File: src/design/vgdq_pkg.sv
// Shared constants, types and helpers for the voxel grid dedup quantizer.
package vgdq_pkg;

  localparam int TABLE_DEPTH = 4096;
  localparam int INDEX_BITS  = 16;
  localparam int ADDR_W      = $clog2(TABLE_DEPTH);
  localparam int KEY_W       = 3 * INDEX_BITS;
  localparam int CW          = INDEX_BITS + 33;

  localparam logic [63:0] HASH_MULT = 64'h9E3779B97F4A7C15;

  localparam logic [31:0] CFG_RESET_VALUE    = 32'd65536;
  localparam logic [7:0]  CFG_INV_VOXEL_SIZE = 8'd0;
  localparam logic [7:0]  CFG_VOXEL_SIZE     = 8'd1;

  typedef enum logic {
    OP_INSERT = 1'b0,
    OP_CLEAR  = 1'b1
  } op_t;

  typedef enum logic [2:0] {
    FR_IDLE,
    FR_MUL,
    FR_QUANT,
    FR_MUL2,
    FR_HASH,
    FR_PUSH
  } front_state_t;

  typedef enum logic [1:0] {
    BK_SWEEP,
    BK_IDLE,
    BK_READ,
    BK_CMP
  } back_state_t;

  typedef struct packed {
    op_t               op;
    logic [KEY_W-1:0]  key;
    logic [ADDR_W-1:0] pos;
    logic [31:0]       cx;
    logic [31:0]       cy;
    logic [31:0]       cz;
  } item_t;

  typedef struct packed {
    logic init;
  } back_status_t;

  function automatic logic [31:0] sat_center(input logic signed [CW-1:0] v);
    logic signed [CW-1:0] hi;
    logic signed [CW-1:0] lo;
    hi = CW'(signed'(32'sh7FFFFFFF));
    lo = CW'(signed'(32'sh80000000));
    if (v > hi) begin
      return 32'h7FFFFFFF;
    end else if (v < lo) begin
      return 32'h80000000;
    end
    return v[31:0];
  endfunction

endpackage

File: src/design/vgdq_queue.sv
// Two-entry queue carrying classified items from front to back.
module vgdq_queue
  import vgdq_pkg::*;
(
  input  logic  clk,
  input  logic  rst,
  input  logic  push,
  input  item_t item_in,
  output logic  full,
  input  logic  pop,
  output item_t item_out,
  output logic  empty
);

  item_t      mem [2];
  logic       wptr;
  logic       rptr;
  logic [1:0] count;

  assign full     = (count == 2'd2);
  assign empty    = (count == 2'd0);
  assign item_out = mem[rptr];

  always_ff @(posedge clk) begin
    if (push && !full) begin
      mem[wptr] <= item_in;
    end
  end

  always_ff @(posedge clk) begin
    if (rst) begin
      wptr  <= 1'b0;
      rptr  <= 1'b0;
      count <= 2'd0;
    end else begin
      if (push && !full) begin
        wptr <= ~wptr;
      end
      if (pop && !empty) begin
        rptr <= ~rptr;
      end
      count <= count + 2'((push && !full) ? 1 : 0) - 2'((pop && !empty) ? 1 : 0);
    end
  end

endmodule

File: config.mk
export PLATFORM = sky130hd
export DESIGN_NAME = vgdq_queue
export DESIGN_NICKNAME = d
export VERILOG_FILES = /design/src/design/vgdq_pkg.sv /design/src/design/vgdq_queue.sv
export SDC_FILE = /design/constraint.sdc
export NUM_CORES = 1
export LEC_CHECK = 0
export BUFFER_PORTS_ARGS = -buffer_cell sky130_fd_sc_hd__buf_2
export CAP_MARGIN = 5
export CORE_MARGIN = 2
export CORE_UTILIZATION = 52
export DETAILED_ROUTE_END_ITERATION = 8
export PLACE_DENSITY = 0.85
export SLEW_MARGIN = 40
export SYNTH_ARGS = -nofsm -noshare
export SYNTH_HDL_FRONTEND = slang
export SYNTH_SLANG_ARGS = --single-unit
File: constraint.sdc
create_clock -name clk -period 6.95 [get_ports clk]
set_clock_uncertainty 0.2 [all_clocks]
set_input_delay 0 -clock clk [delete_from_list [all_inputs] [get_ports clk]]
set_output_delay 0 -clock clk [all_outputs]
set_load 0.05 [all_outputs]
==> flow_metrics.py, run 1 <==
metrics = {
    "run_status": {
        "status": "stopped before the end",
        "lastStage": "clock tree synthesis (4_1_cts)",
        "error_line": "[ERROR RSZ-0060] Max buffer count reached.",
    },
    "synth": {
        "yosys_warnings": 0,
        "synth_area_mm2": 0.0116,
        "yosys_register_bits": 319,
        "synthesis.nets": 678,
        "postSynthAreaPerCell_um2": 22.5,
        "ys_seq_area_share_pct": 82.1,
        "ys_types": 21,
        "syn_inst": 515,
    },
    "placed_design": {
        "hpwl_um": 14300,
        "pre_cts_slack_ns": 4.05,
        "gp_congestion": 0.754,
        "port_buffers": 319,
    },
    "die": {
        "die_x_um": 153,
        "initial_core_util_pct": 53.0,
        "die_h_um": 153,
        "rows": 54,
        "pin_count": 320,
    },
    "cts": {
        "clock-root-buffer": "clkbuf_16",
        "cts_hold_buf": 232,
        "clock-sinks": 319,
        "cts_resized": 0,
        "postCtsSetupBuffers": 0,
        "htree_levels": 1,
        "cts_buffer_depth": 3,
        "numCtsBuffers": 31,
    },
}
==> synthesized netlist by cell type <==
library cell | instances | share of area, %
nor2b_1 | 1 | 0.054
nand2_1 | 1 | 0.032
o21ai_0 | 1 | 0.043
nand2b_2 | 1 | 0.076
o21a_1 | 1 | 0.065
and3_1 | 1 | 0.054
xor2_1 | 1 | 0.076
nor2_1 | 4 | 0.13
buf_6 | 13 | 1.3
edfxtp_1 | 314 | 81
a21oi_1 | 1 | 0.043
buf_4 | 2 | 0.13
dfxtp_1 | 5 | 0.86
and2_1 | 1 | 0.054
mux2_2 | 157 | 15
inv_1 | 4 | 0.13
nor3_1 | 1 | 0.043
ha_1 | 2 | 0.22
or3_1 | 1 | 0.054
xnor2_1 | 1 | 0.076
buf_2 | 2 | 0.086
==> metrics by stage <==
step | std cells | area [um2] | util [%]
after detailed placement | 1102 | 13400 | 61.4
after global placement | 1102 | 13400 | 61.3
after floorplan | 515 | 11600 | -
==> logic make-up after synthesis <==
family                     count (synthesis)  synth area share [%]
and+or+nand+nor                           11                 0.496
muxes                                    157                  15.2
AOI/OAI and AO/OA                          3                 0.151
adders and majority gates                  2                 0.216
xor gates and xnor gates                   2                 0.151
DFF                                      319                  82.1
buffers and inverters                     21                  1.61
==> run 2, diff against run 1 <==
CORE_UTILIZATION = 40   (was 52)
PLACE_DENSITY = default   (was 0.85)
PLACE_DENSITY_LB_ADDON = 0.15   (was default)
==> run 2 against run 1 <==
  * The run now ends clean
  * Synthesized area unchanged
  * Synthesized cell count unchanged
==> flow_metrics.py, run 2 <==
metrics = {
    "run_status": {
        "status": "complete, no violations",
    },
    "sta": {
        "tightest_slew_ns": 0.739,
        "finalHoldViolations": 0,
        "slew_headroom_pct": 50.7,
        "worst_slack_ns": 4.13,
        "fin_setup_tns_ns": 0,
        "fin_crit_sh_pct": 40.6,
        "maxSlewViolCount": 0,
        "fmax_mhz": 355,
        "post-route-min-period_ns": 2.82,
        "setup_viol": 0,
        "rsz0062_at_grt": "no",
    },
    "synth": {
        "synthTopCellsByCount": "edfxtp_1, mux2_2, buf_6, dfxtp_1",
        "yosys_warnings": 0,
        "postSynthAreaPerCell_um2": 22.5,
        "ys_types": 21,
        "synthesis.nets": 678,
        "synth_top_area_cell": "edfxtp_1",
        "yosysMostFrequentCell": "edfxtp_1",
        "async_flop_share_pct": 0,
        "yosys_register_bits": 319,
        "ys_seq_area_share_pct": 82.1,
        "synth_area_mm2": 0.0116,
        "synth_area_leaders": "edfxtp_1, mux2_2, buf_6, dfxtp_1, ha_1",
        "synth.top_cell.area_share_pct": 81.3,
        "syn_inst": 515,
        "synth_edf_count": 314,
        "ys.flop_type": "edfxtp_1",
    },
    "placed_design": {
        "gp_congestion": 0.747,
        "pre_cts_slack_ns": 3.89,
        "port_buffers": 319,
        "hpwl_um": 15400,
    },
    "cells_and_area": {
        "num_antenna_cells": 0,
        "final_common_cell": "buf_2",
        "largest_register_ffs": 314,
        "largest_register": "mem",
        "drive_gt1_share_pct": 50.4,
        "finalNetCount": 1195,
        "final_cell_mix": "buf_2, edfxtp_1, dlygate4sd3_1",
        "fillers": 2217,
        "largestRegisters": "mem: 314 flops, count: 2 flops",
        "synthToLayoutAreaGrowth_pct": 41.7,
    },
    "cts": {
        "cts_tree": "yes",
        "clock-root-buffer": "clkbuf_16",
        "clock-sinks": 319,
        "worstSkewPairLatency_ns": 0.49,
        "numCtsBuffers": 35,
        "htree_levels": 2,
        "cts_buffer_depth": 3,
        "postCtsSetupBuffers": 0,
        "cts.clk_slew.worst_paths_ns": 0.06,
    },
    "detailed_routing": {
        "drt-initial-drc-count": 377,
        "vias": 6572,
        "wl_per_cell_um": 16.9,
        "routed_wl_um": 24300,
        "postRouteAntennaNets": 0,
        "drc": 0,
        "routed_via_density": 4.56,
        "first_pass_iters": 4,
    },
    "die": {
        "die_h_um": 174,
        "rows": 62,
        "die_x_um": 174,
        "initial_core_util_pct": 40.5,
        "pin_count": 320,
        "coreArea_mm2": 0.0286,
        "die_area_mm2": 0.0304,
    },
    "critical_path": {
        "crit_path_cell_trace": "nand2b_2 > inv_1 > or3_1 > inv_8 > buf_6",
        "crit_buf_inv": 3,
        "required_ns": 6.88,
        "max_stage_delay_ns": 0.56,
        "cp_top_family": "buffers and inverters",
        "end_kind": "flop",
        "path_max_fanout": 97,
        "arrival_ns": 2.75,
        "start_kind": "flop",
        "crit_type": "flop to flop",
        "crit_slowest_cell": "buf_6",
    },
    "grt": {
        "antenna_found_initial": 0,
        "grt_max_degree": 98,
        "grt.overflow.total": 0,
        "grt_pass1_vias": 7254,
        "grt_pass1_wl_um": 37600,
        "track_usage_pct": 15.7,
    },
    "pwr": {
        "powerDensity_mw_per_mm2": 410,
        "p_leak_nw": 6.19,
        "max-vdd-ir-drop_mv": 0.389,
    },
    "hold_path": {
        "hold_class": "input port to flop",
    },
    "flow_run": {
        "max_cap_violations": 0,
    },
}
run 2: cell counts after synthesis:
No cell type changed its count.
run 2: metrics by stage:
step | utilization (%) | instances | total power, mW | hold slack [ns] | instance area [um2]
6_report | 57.4 | 1440 | 6.75 | 0.0231 | 16400
5_1_grt | 57.4 | 1440 | 7.02 | 0.0144 | 16400
4_1_cts | 57.4 | 1440 | 6.83 | 0.00194 | 16400
3_5_place_dp | 47.4 | 1207 | 4.94 | -0.00855 | 13600
3_3_place_gp | 47.4 | 1206 | 4.90 | -0.0135 | 13600
2_1_floorplan | - | 515 | 4.48 | -0.131 | 11600
run 2: report_power, final:
part / switching [mW] / internal [mW] / total (mW)
logic: 1.74 / 0.680 / 2.42
registers: 0.0887 / 2.45 / 2.54
clock network: 0.682 / 1.10 / 1.78
total: 2.51 / 4.23 / 6.75
run 2: what timing repair did:
item,4_1_cts,5_1_grt
hold buffers,172,0
gates resized for setup,0,0
hold endpoints to repair,352,0
run 2: worst reg2reg max path, stage by stage, from the launching register on:
cell      delay [ns]
dfxtp_1         0.37
nand2b_2        0.16
inv_1           0.06
or3_1           0.42
inv_8           0.52
buf_6           0.67
run 2: logic make-up after synthesis:
family                   count (synthesis)  synth area share [%]
XOR/XNOR                                 2                 0.151
adder cells (fa/ha/maj)                  2                 0.216
flip-flops                             319                  82.1
AO/OA/AOI/OAI                            3                 0.151
AND/OR/NAND/NOR                         11                 0.496
buffers and inverters                   21                  1.61
multiplexers                           157                  15.2
run 2: final timing paths:
kind | start | endpoint | slack (ns) | depth (start not counted)
max | count[0] | mem[0][56] | 4.13 | 5
min | item_in[13] | mem[0][13] | 0.02 | 2
max reg2reg | count[0] | mem[0][56] | 4.13 | 5
min reg2reg | wptr | wptr | 0.30 | 2
run 2: area by class of cell:
cell class,instances,area (um2),area share [%]
Multi-Input combinational cell,175,1890,11.5
Clock buffer,48,987,6.01
Inverter,4,22.5,0.137
Timing Repair Buffer,497,3390,20.6
Tap cell,384,480,2.92
Clock inverter,13,133,0.807
Sequential cell,319,9530,58.0
run 2: per-layer routing:
layer / share of wire (%) / global-route usage, % / vias up
li1: - / - / 3086
met1: 39 / 18.0 / 3205
met2: 51 / 27.9 / 227
met3: 7.1 / 4.68 / 54
met4: 2.8 / 5.60 / 0
met5: 0 / 0 / -
Power figures use the tool's default switching activity.
==> run 3, diff against run 2 <==
ABC_AREA = 1   (was default)
clock period = 2.47 ns   (was 6.95 ns; I/O delays follow)
==> run 3 against run 2 <==
  * Synthesized area rose by 0.16%
  * Worst setup slack got worse by 3.8 ns
  * Sequential power rose to 2.8 times the previous value
  * Via count rose by 1.0%
  * Register-to-register slack got worse by 3.6 ns
  * Largest cell class unchanged
  * Global-route usage rose by 0.19 points
  * Total power rose to 2.7 times the previous value
  * First-iteration DRC count fell by 7.4%
  * Die area rose by 0.16%
  * Critical path depth fell by 2
  * Design area rose by 1.1%
  * Wire length rose by 0.95%
==> flow_metrics.py, run 3 <==
metrics = {
    "critical_path": {
        "crit_path_cell_trace": "buf_12 > mux2_2 > buf_2",
        "end_kind": "output pin",
        "max_stage_delay_ns": 0.42,
        "crit_buf_inv": 2,
        "crit_slowest_cell": "mux2_2",
        "start_kind": "flop",
        "arrival_ns": 1.92,
        "required_ns": 2.27,
        "path_max_fanout": 64,
        "crit_type": "flop to output pin",
        "cp_top_family": "buffers and inverters",
    },
    "pwr": {
        "powerDensity_mw_per_mm2": 1100,
        "combPwrFrac_pct": 33.7,
        "seqPwrFrac_pct": 38.8,
        "p_total_mw": 18.2,
        "clkPwrFrac_pct": 27.5,
        "p_switching_mw": 6.54,
        "intPower_mw": 11.7,
        "p_leak_nw": 6.27,
        "netSwitchingFraction_pct": 35.9,
        "max-vdd-ir-drop_mv": 0.658,
    },
    "cells_and_area": {
        "fin_area_mm2": 0.0166,
        "drive_gt1_share_pct": 50.4,
        "largestRegisters": "mem: 314 flops, count: 2 flops",
        "largest_register_ffs": 314,
        "final_common_cell": "buf_2",
        "fillers": 2211,
        "final_cell_mix": "buf_2, edfxtp_1, dlygate4sd3_1",
        "synthToLayoutAreaGrowth_pct": 42.9,
        "finalNetCount": 1215,
        "num_antenna_cells": 0,
        "largest_register": "mem",
        "finish.utilization_pct": 58.0,
    },
    "die": {
        "initial_core_util_pct": 40.6,
        "pin_count": 320,
        "die_area_mm2": 0.0304,
        "die_x_um": 174,
        "rows": 62,
        "coreArea_mm2": 0.0286,
        "die_h_um": 174,
    },
    "grt": {
        "busiest_layer": "met2",
        "grt_pass1_vias": 7332,
        "grt.overflow.total": 0,
        "antenna_found_initial": 0,
        "grt_pass1_wl_um": 38100,
        "grt_max_degree": 104,
        "grtUsageMet3_pct": 4.35,
        "use_met2_pct": 29.0,
        "track_usage_pct": 15.9,
        "gr-usage-met1_pct": 17.8,
    },
    "synth": {
        "synth.top_cell.area_share_pct": 81.1,
        "yosys_register_bits": 319,
        "ys_seq_area_share_pct": 82.0,
        "synth_edf_count": 314,
        "postSynthAreaPerCell_um2": 22.0,
        "ys.flop_type": "edfxtp_1",
        "yosysMostFrequentCell": "edfxtp_1",
        "synth_top_area_cell": "edfxtp_1",
        "synthesis.nets": 690,
        "syn_inst": 527,
        "yosys_warnings": 0,
        "async_flop_share_pct": 0,
        "synth_area_leaders": "edfxtp_1, mux2_2, buf_6, dfxtp_1, inv_1",
        "synth_area_mm2": 0.0116,
        "synthTopCellsByCount": "edfxtp_1, mux2_2, buf_6, inv_1, nor2_1",
        "ys_types": 12,
    },
    "detailed_routing": {
        "drt-initial-drc-count": 349,
        "drc": 0,
        "first_pass_iters": 6,
        "vias": 6638,
        "routed_via_density": 4.54,
        "postRouteAntennaNets": 0,
        "wl_per_cell_um": 16.8,
        "routed_wl_um": 24600,
    },
    "sta": {
        "fin_crit_sh_pct": 85.8,
        "tightest_slew_ns": 0.686,
        "maxSlewViolCount": 0,
        "slew_headroom_pct": 54.3,
        "post-route-min-period_ns": 2.12,
        "fmax_mhz": 472,
        "fin_setup_tns_ns": 0,
        "rsz0062_at_grt": "no",
        "finalHoldViolations": 0,
        "setup_viol": 0,
    },
    "cts": {
        "cts_buffer_depth": 3,
        "cts.clk_slew.worst_paths_ns": 0.06,
        "worstSkewPairLatency_ns": 0.50,
        "clock-root-buffer": "clkbuf_16",
        "numCtsBuffers": 35,
        "cts_tree": "yes",
        "htree_levels": 2,
        "clock-sinks": 319,
    },
    "placed_design": {
        "port_buffers": 319,
        "gp_congestion": 0.713,
        "hpwl_um": 15400,
        "placed_cell_area_mm2": 0.0137,
    },
    "run_status": {
        "status": "complete, no violations",
    },
    "flow_run": {
        "max_cap_violations": 0,
    },
    "hold_path": {
        "hold_class": "input port to flop",
    },
}
run 3: power groups by stage:
stage	combinational (mW)	clock, mW	sequential [mW]
2_1_floorplan	4.65	0	7.16
3_3_place_gp	5.89	0	7.12
3_5_place_dp	5.95	0	7.17
4_1_cts	6.21	5.16	7.06
5_1_grt	6.43	5.39	7.12
6_report	6.13	5.01	7.05
run 3: per-layer routing:
metal  up-vias  wire, um  share of wire [%]
li1       3134         -                  -
met1      3242      9450                 38
met2       212     12900                 53
met3        50      1560                6.3
met4         0       658                2.7
met5         -         0                  0
run 3: worst reg2reg max path, delay by kind of cell, from the launching register on:
kind / cells / cell delay (ns)
adder cells (fa/ha/maj): 1 / 0.21
AND/OR/NAND/NOR: 4 / 0.35
AO/OA/AOI/OAI: 1 / 0.12
buffers and inverters: 2 / 0.59
flip-flops: 1 / 0.34
run 3: final timing paths:
| path | startpoint | end | slack [ns] | depth (start not counted) |
|---|---|---|---|---|
| hold / removal | item_in[108] | mem[0][108] | 0.02 | 2 |
| setup / recovery | flop | item_out[16] | 0.35 | 3 |
| hold reg to reg | rptr | rptr | 0.35 | 2 |
| setup reg to reg | count[1] | count[1] | 0.54 | 8 |
run 3: layout make-up:
class	count	area [um2]	share of cell area, %
Sequential cell	319	9540	57.4
Timing Repair Buffer	505	3530	21.2
Multi-Input combinational cell	181	1900	11.5
Clock buffer	40	895	5.39
Tap cell	384	480	2.89
Clock inverter	22	225	1.36
Inverter	10	41.3	0.249
run 3: what timing repair did:
item / in CTS / in global routing
hold buffers: 179 / 0
gates resized for setup: 0 / 0
endpoints found under the setup margin: 0 / 0
buffers inserted: 0 / 0
endpoints found under the hold margin: 373 / 0
run 3: kinds of logic after synthesis:
kind of cell    after synthesis  synth area share [%]
buf+inv                      27                  1.80
flops                       319                  82.0
simple gates                 20                 0.678
fa+ha+maj                     2                 0.215
compound gates                2                0.0861
mux                         157                  15.2
run 3: stage by stage:
stage | setup WS [ns] | cells | hold WS (ns)
detailed placement | 0.620 | 1220 | -0.0200
global route | 0.288 | 1461 | 0.00869
finish | 0.352 | 1461 | 0.0213
CTS | 0.334 | 1461 | 0.000329
global placement | 0.685 | 1220 | -0.0313
floorplan | -0.985 | 527 | -0.136
==> run 4, diff against run 3 <==
CTS_CLUSTER_DIAMETER = 60   (was default)
clock period = 1.8 ns   (was 2.47 ns; I/O delays follow)
==> run 4 against run 3 <==
  * The flow now finishes with violations (setup timing)
  * Clock-buffer cell count is 6 higher
  * Total power is 55% higher
  * Register-to-register slack worse by 0.45 ns
  * Sequential power is 38% higher
  * Via count is 4.0% higher
  * Critical path type unchanged
  * Design area is 11% higher
  * Worst setup slack worse by 0.52 ns
  * Largest power group is now combinational logic
  * Flip-flop and latch count stayed put
  * Clock power is 33% higher
  * Cell count is 1.2% higher
  * Sequential share of layout area is 5.8 points lower
  * Critical endpoint is now item_out[53]
  * First-iteration DRC count is 37% higher
==> flow_metrics.py, run 4 (synthesized netlist as in run 3, its figures left out) <==
metrics = {
    "sta": {
        "maxSlewViolCount": 0,
        "post-route-min-period_ns": 1.97,
        "worst_slack_ns": -0.171,
        "setup_viol": 157,
        "tightest_slew_ns": 0.379,
        "slew_headroom_pct": 74.8,
        "fin_crit_sh_pct": 109,
        "rsz0062_at_grt": "yes",
        "finalHoldViolations": 0,
        "fmax_mhz": 507,
    },
    "detailed_routing": {
        "drc": 0,
        "routed_via_density": 4.67,
        "wl_per_cell_um": 19.8,
        "vias": 6904,
        "drt-initial-drc-count": 477,
        "postRouteAntennaNets": 0,
        "routed_wl_um": 29300,
        "first_pass_iters": 5,
    },
    "pwr": {
        "combPwrFrac_pct": 41.9,
        "seqPwrFrac_pct": 34.5,
        "powerDensity_mw_per_mm2": 1520,
        "p_leak_nw": 7.12,
        "p_switching_mw": 9.83,
        "netSwitchingFraction_pct": 34.9,
        "clkPwrFrac_pct": 23.6,
        "max-vdd-ir-drop_mv": 0.844,
        "intPower_mw": 18.3,
        "p_total_mw": 28.1,
    },
    "grt": {
        "grt.overflow.total": 0,
        "grt_pass1_vias": 7647,
        "antenna_found_initial": 1,
        "grt_pass1_wl_um": 41200,
        "grt_max_degree": 61,
        "track_usage_pct": 17.5,
    },
    "critical_path": {
        "arrival_ns": 1.77,
        "reg2reg_from": "count[1]",
        "reg2reg_setup_slack_ns": 0.09,
        "crit_slowest_cell": "dfxtp_4",
        "crit_path_cell_trace": "buf_12 > clkbuf_16 > mux2_2 > buf_6",
        "cp-endpoint": "item_out[53]",
        "r2r_end": "count[1]",
        "path_max_fanout": 9,
        "required_ns": 1.60,
        "max_stage_delay_ns": 0.40,
        "end_kind": "output pin",
        "reg2regPathDepth": 9,
        "crit_type": "flop to output pin",
        "start_kind": "flop",
    },
    "die": {
        "rows": 62,
        "die_h_um": 174,
        "initial_core_util_pct": 40.6,
        "die_area_mm2": 0.0304,
        "pin_count": 320,
        "die_x_um": 174,
        "coreArea_mm2": 0.0286,
    },
    "cts": {
        "htree_levels": 2,
        "numCtsBuffers": 36,
        "clock-root-buffer": "clkbuf_16",
        "worstSkewPairLatency_ns": 0.50,
        "cts_buffer_depth": 3,
        "clock-sinks": 319,
        "cts.clk_slew.worst_paths_ns": 0.06,
        "cts_tree": "yes",
    },
    "cells_and_area": {
        "seqCellArea_mm2": 0.00954,
        "finalNonFillerCells": 1478,
        "synthToLayoutAreaGrowth_pct": 59.0,
        "drive_gt1_share_pct": 52.4,
        "finish.utilization_pct": 64.5,
        "largest_register": "mem",
        "fillers": 1969,
        "multi_input_area_mm2": 0.00216,
        "final_cell_mix": "edfxtp_1, buf_2, dlygate4sd3_1",
        "final_common_cell": "edfxtp_1",
        "largestRegisters": "mem: 314 flops, count: 2 flops",
        "largest_register_ffs": 314,
        "finalNetCount": 1232,
    },
    "placed_design": {
        "place_inst": 1229,
        "port_buffers": 319,
        "hpwl_um": 16100,
        "gp_congestion": 0.750,
        "pre_cts_slack_ns": 0.101,
    },
    "flow_run": {
        "max_cap_violations": 0,
    },
    "hold_path": {
        "hold_class": "input port to flop",
    },
    "run_status": {
        "status": "finished, violations left",
        "violations": "setup timing",
    },
}
-- run 4: cell types whose count changed in the layout (fill, tap and decap cells not counted), sizes merged --
cell and change:
buf +26, dlygate4sd3 -18, clkbuf +14, bufinv -3, clkinvlp -2, inv -2
clkinv +1, diode +1
-- run 4: power groups by stage --
stage	logic (mW)	clock network (mW)	registers, mW
after floorplan	6.38	0	9.82
final	11.8	6.64	9.70
after global placement	8.28	0	9.76
after CTS	10.8	6.77	9.68
after global routing	12.2	7.10	9.79
after detailed placement	8.35	0	9.83
-- run 4: final cells by class --
| cell class | count | share of cell area, % |
|---|---|---|
| Antenna cell | 1 | 0.0135 |
| Inverter | 10 | 0.224 |
| Clock buffer | 46 | 5.20 |
| Tap cell | 384 | 2.60 |
| Sequential cell | 319 | 51.6 |
| Multi-Input combinational cell | 181 | 11.7 |
| Clock inverter | 16 | 0.569 |
| Timing Repair Buffer | 521 | 28.1 |
-- run 4: worst min-delay path by stage --
stage                      from          to  slack (ns)  cells after the start
floorplan                   rst    count[0]       -0.14                      1
global placement            rst    count[0]       -0.03                      2
detailed placement          rst    count[0]       -0.03                      2
CTS                 item_in[11]  mem[0][11]     0.00003                      2
global route        item_in[41]  mem[1][41]        0.01                      2
finish                      rst    count[0]        0.02                      3
-- run 4: worst max-delay path: cells and delay by family, from the launching register on --
kind,cells,cell delay (ns)
flops,1,0.40
buf+inv,3,0.52
mux,1,0.34
-- run 4: metal layers --
metal | vias to the layer above | share of wire [%] | global-route usage (%) | routed length, um
met5 | - | 0 | 0 | 0
met4 | 0 | 2.7 | 6.41 | 789
met3 | 57 | 6.6 | 4.66 | 1940
met2 | 256 | 51 | 30.6 | 15100
met1 | 3416 | 39 | 20.9 | 11500
li1 | 3175 | - | - | -
-- run 4: repair_timing --
item,4_1_cts,5_1_grt
endpoints found under the hold margin,335,0
setup endpoints to repair,157,157
cloned,5,12
gates resized for setup,319,118
buffers inserted,10,0
hold buffers,161,0
-- run 4: per-stage QoR --
step	hold WS, ns	TNS [ns]	instance area, um2
3_3_place_gp	-0.0293	0	13900
5_1_grt	0.0123	-31.05	18500
6_report	0.0204	-21.16	18500
2_1_floorplan	-0.136	-517.33	11600
4_1_cts	0.0000296	-30.19	17800
3_5_place_dp	-0.0289	0	13900
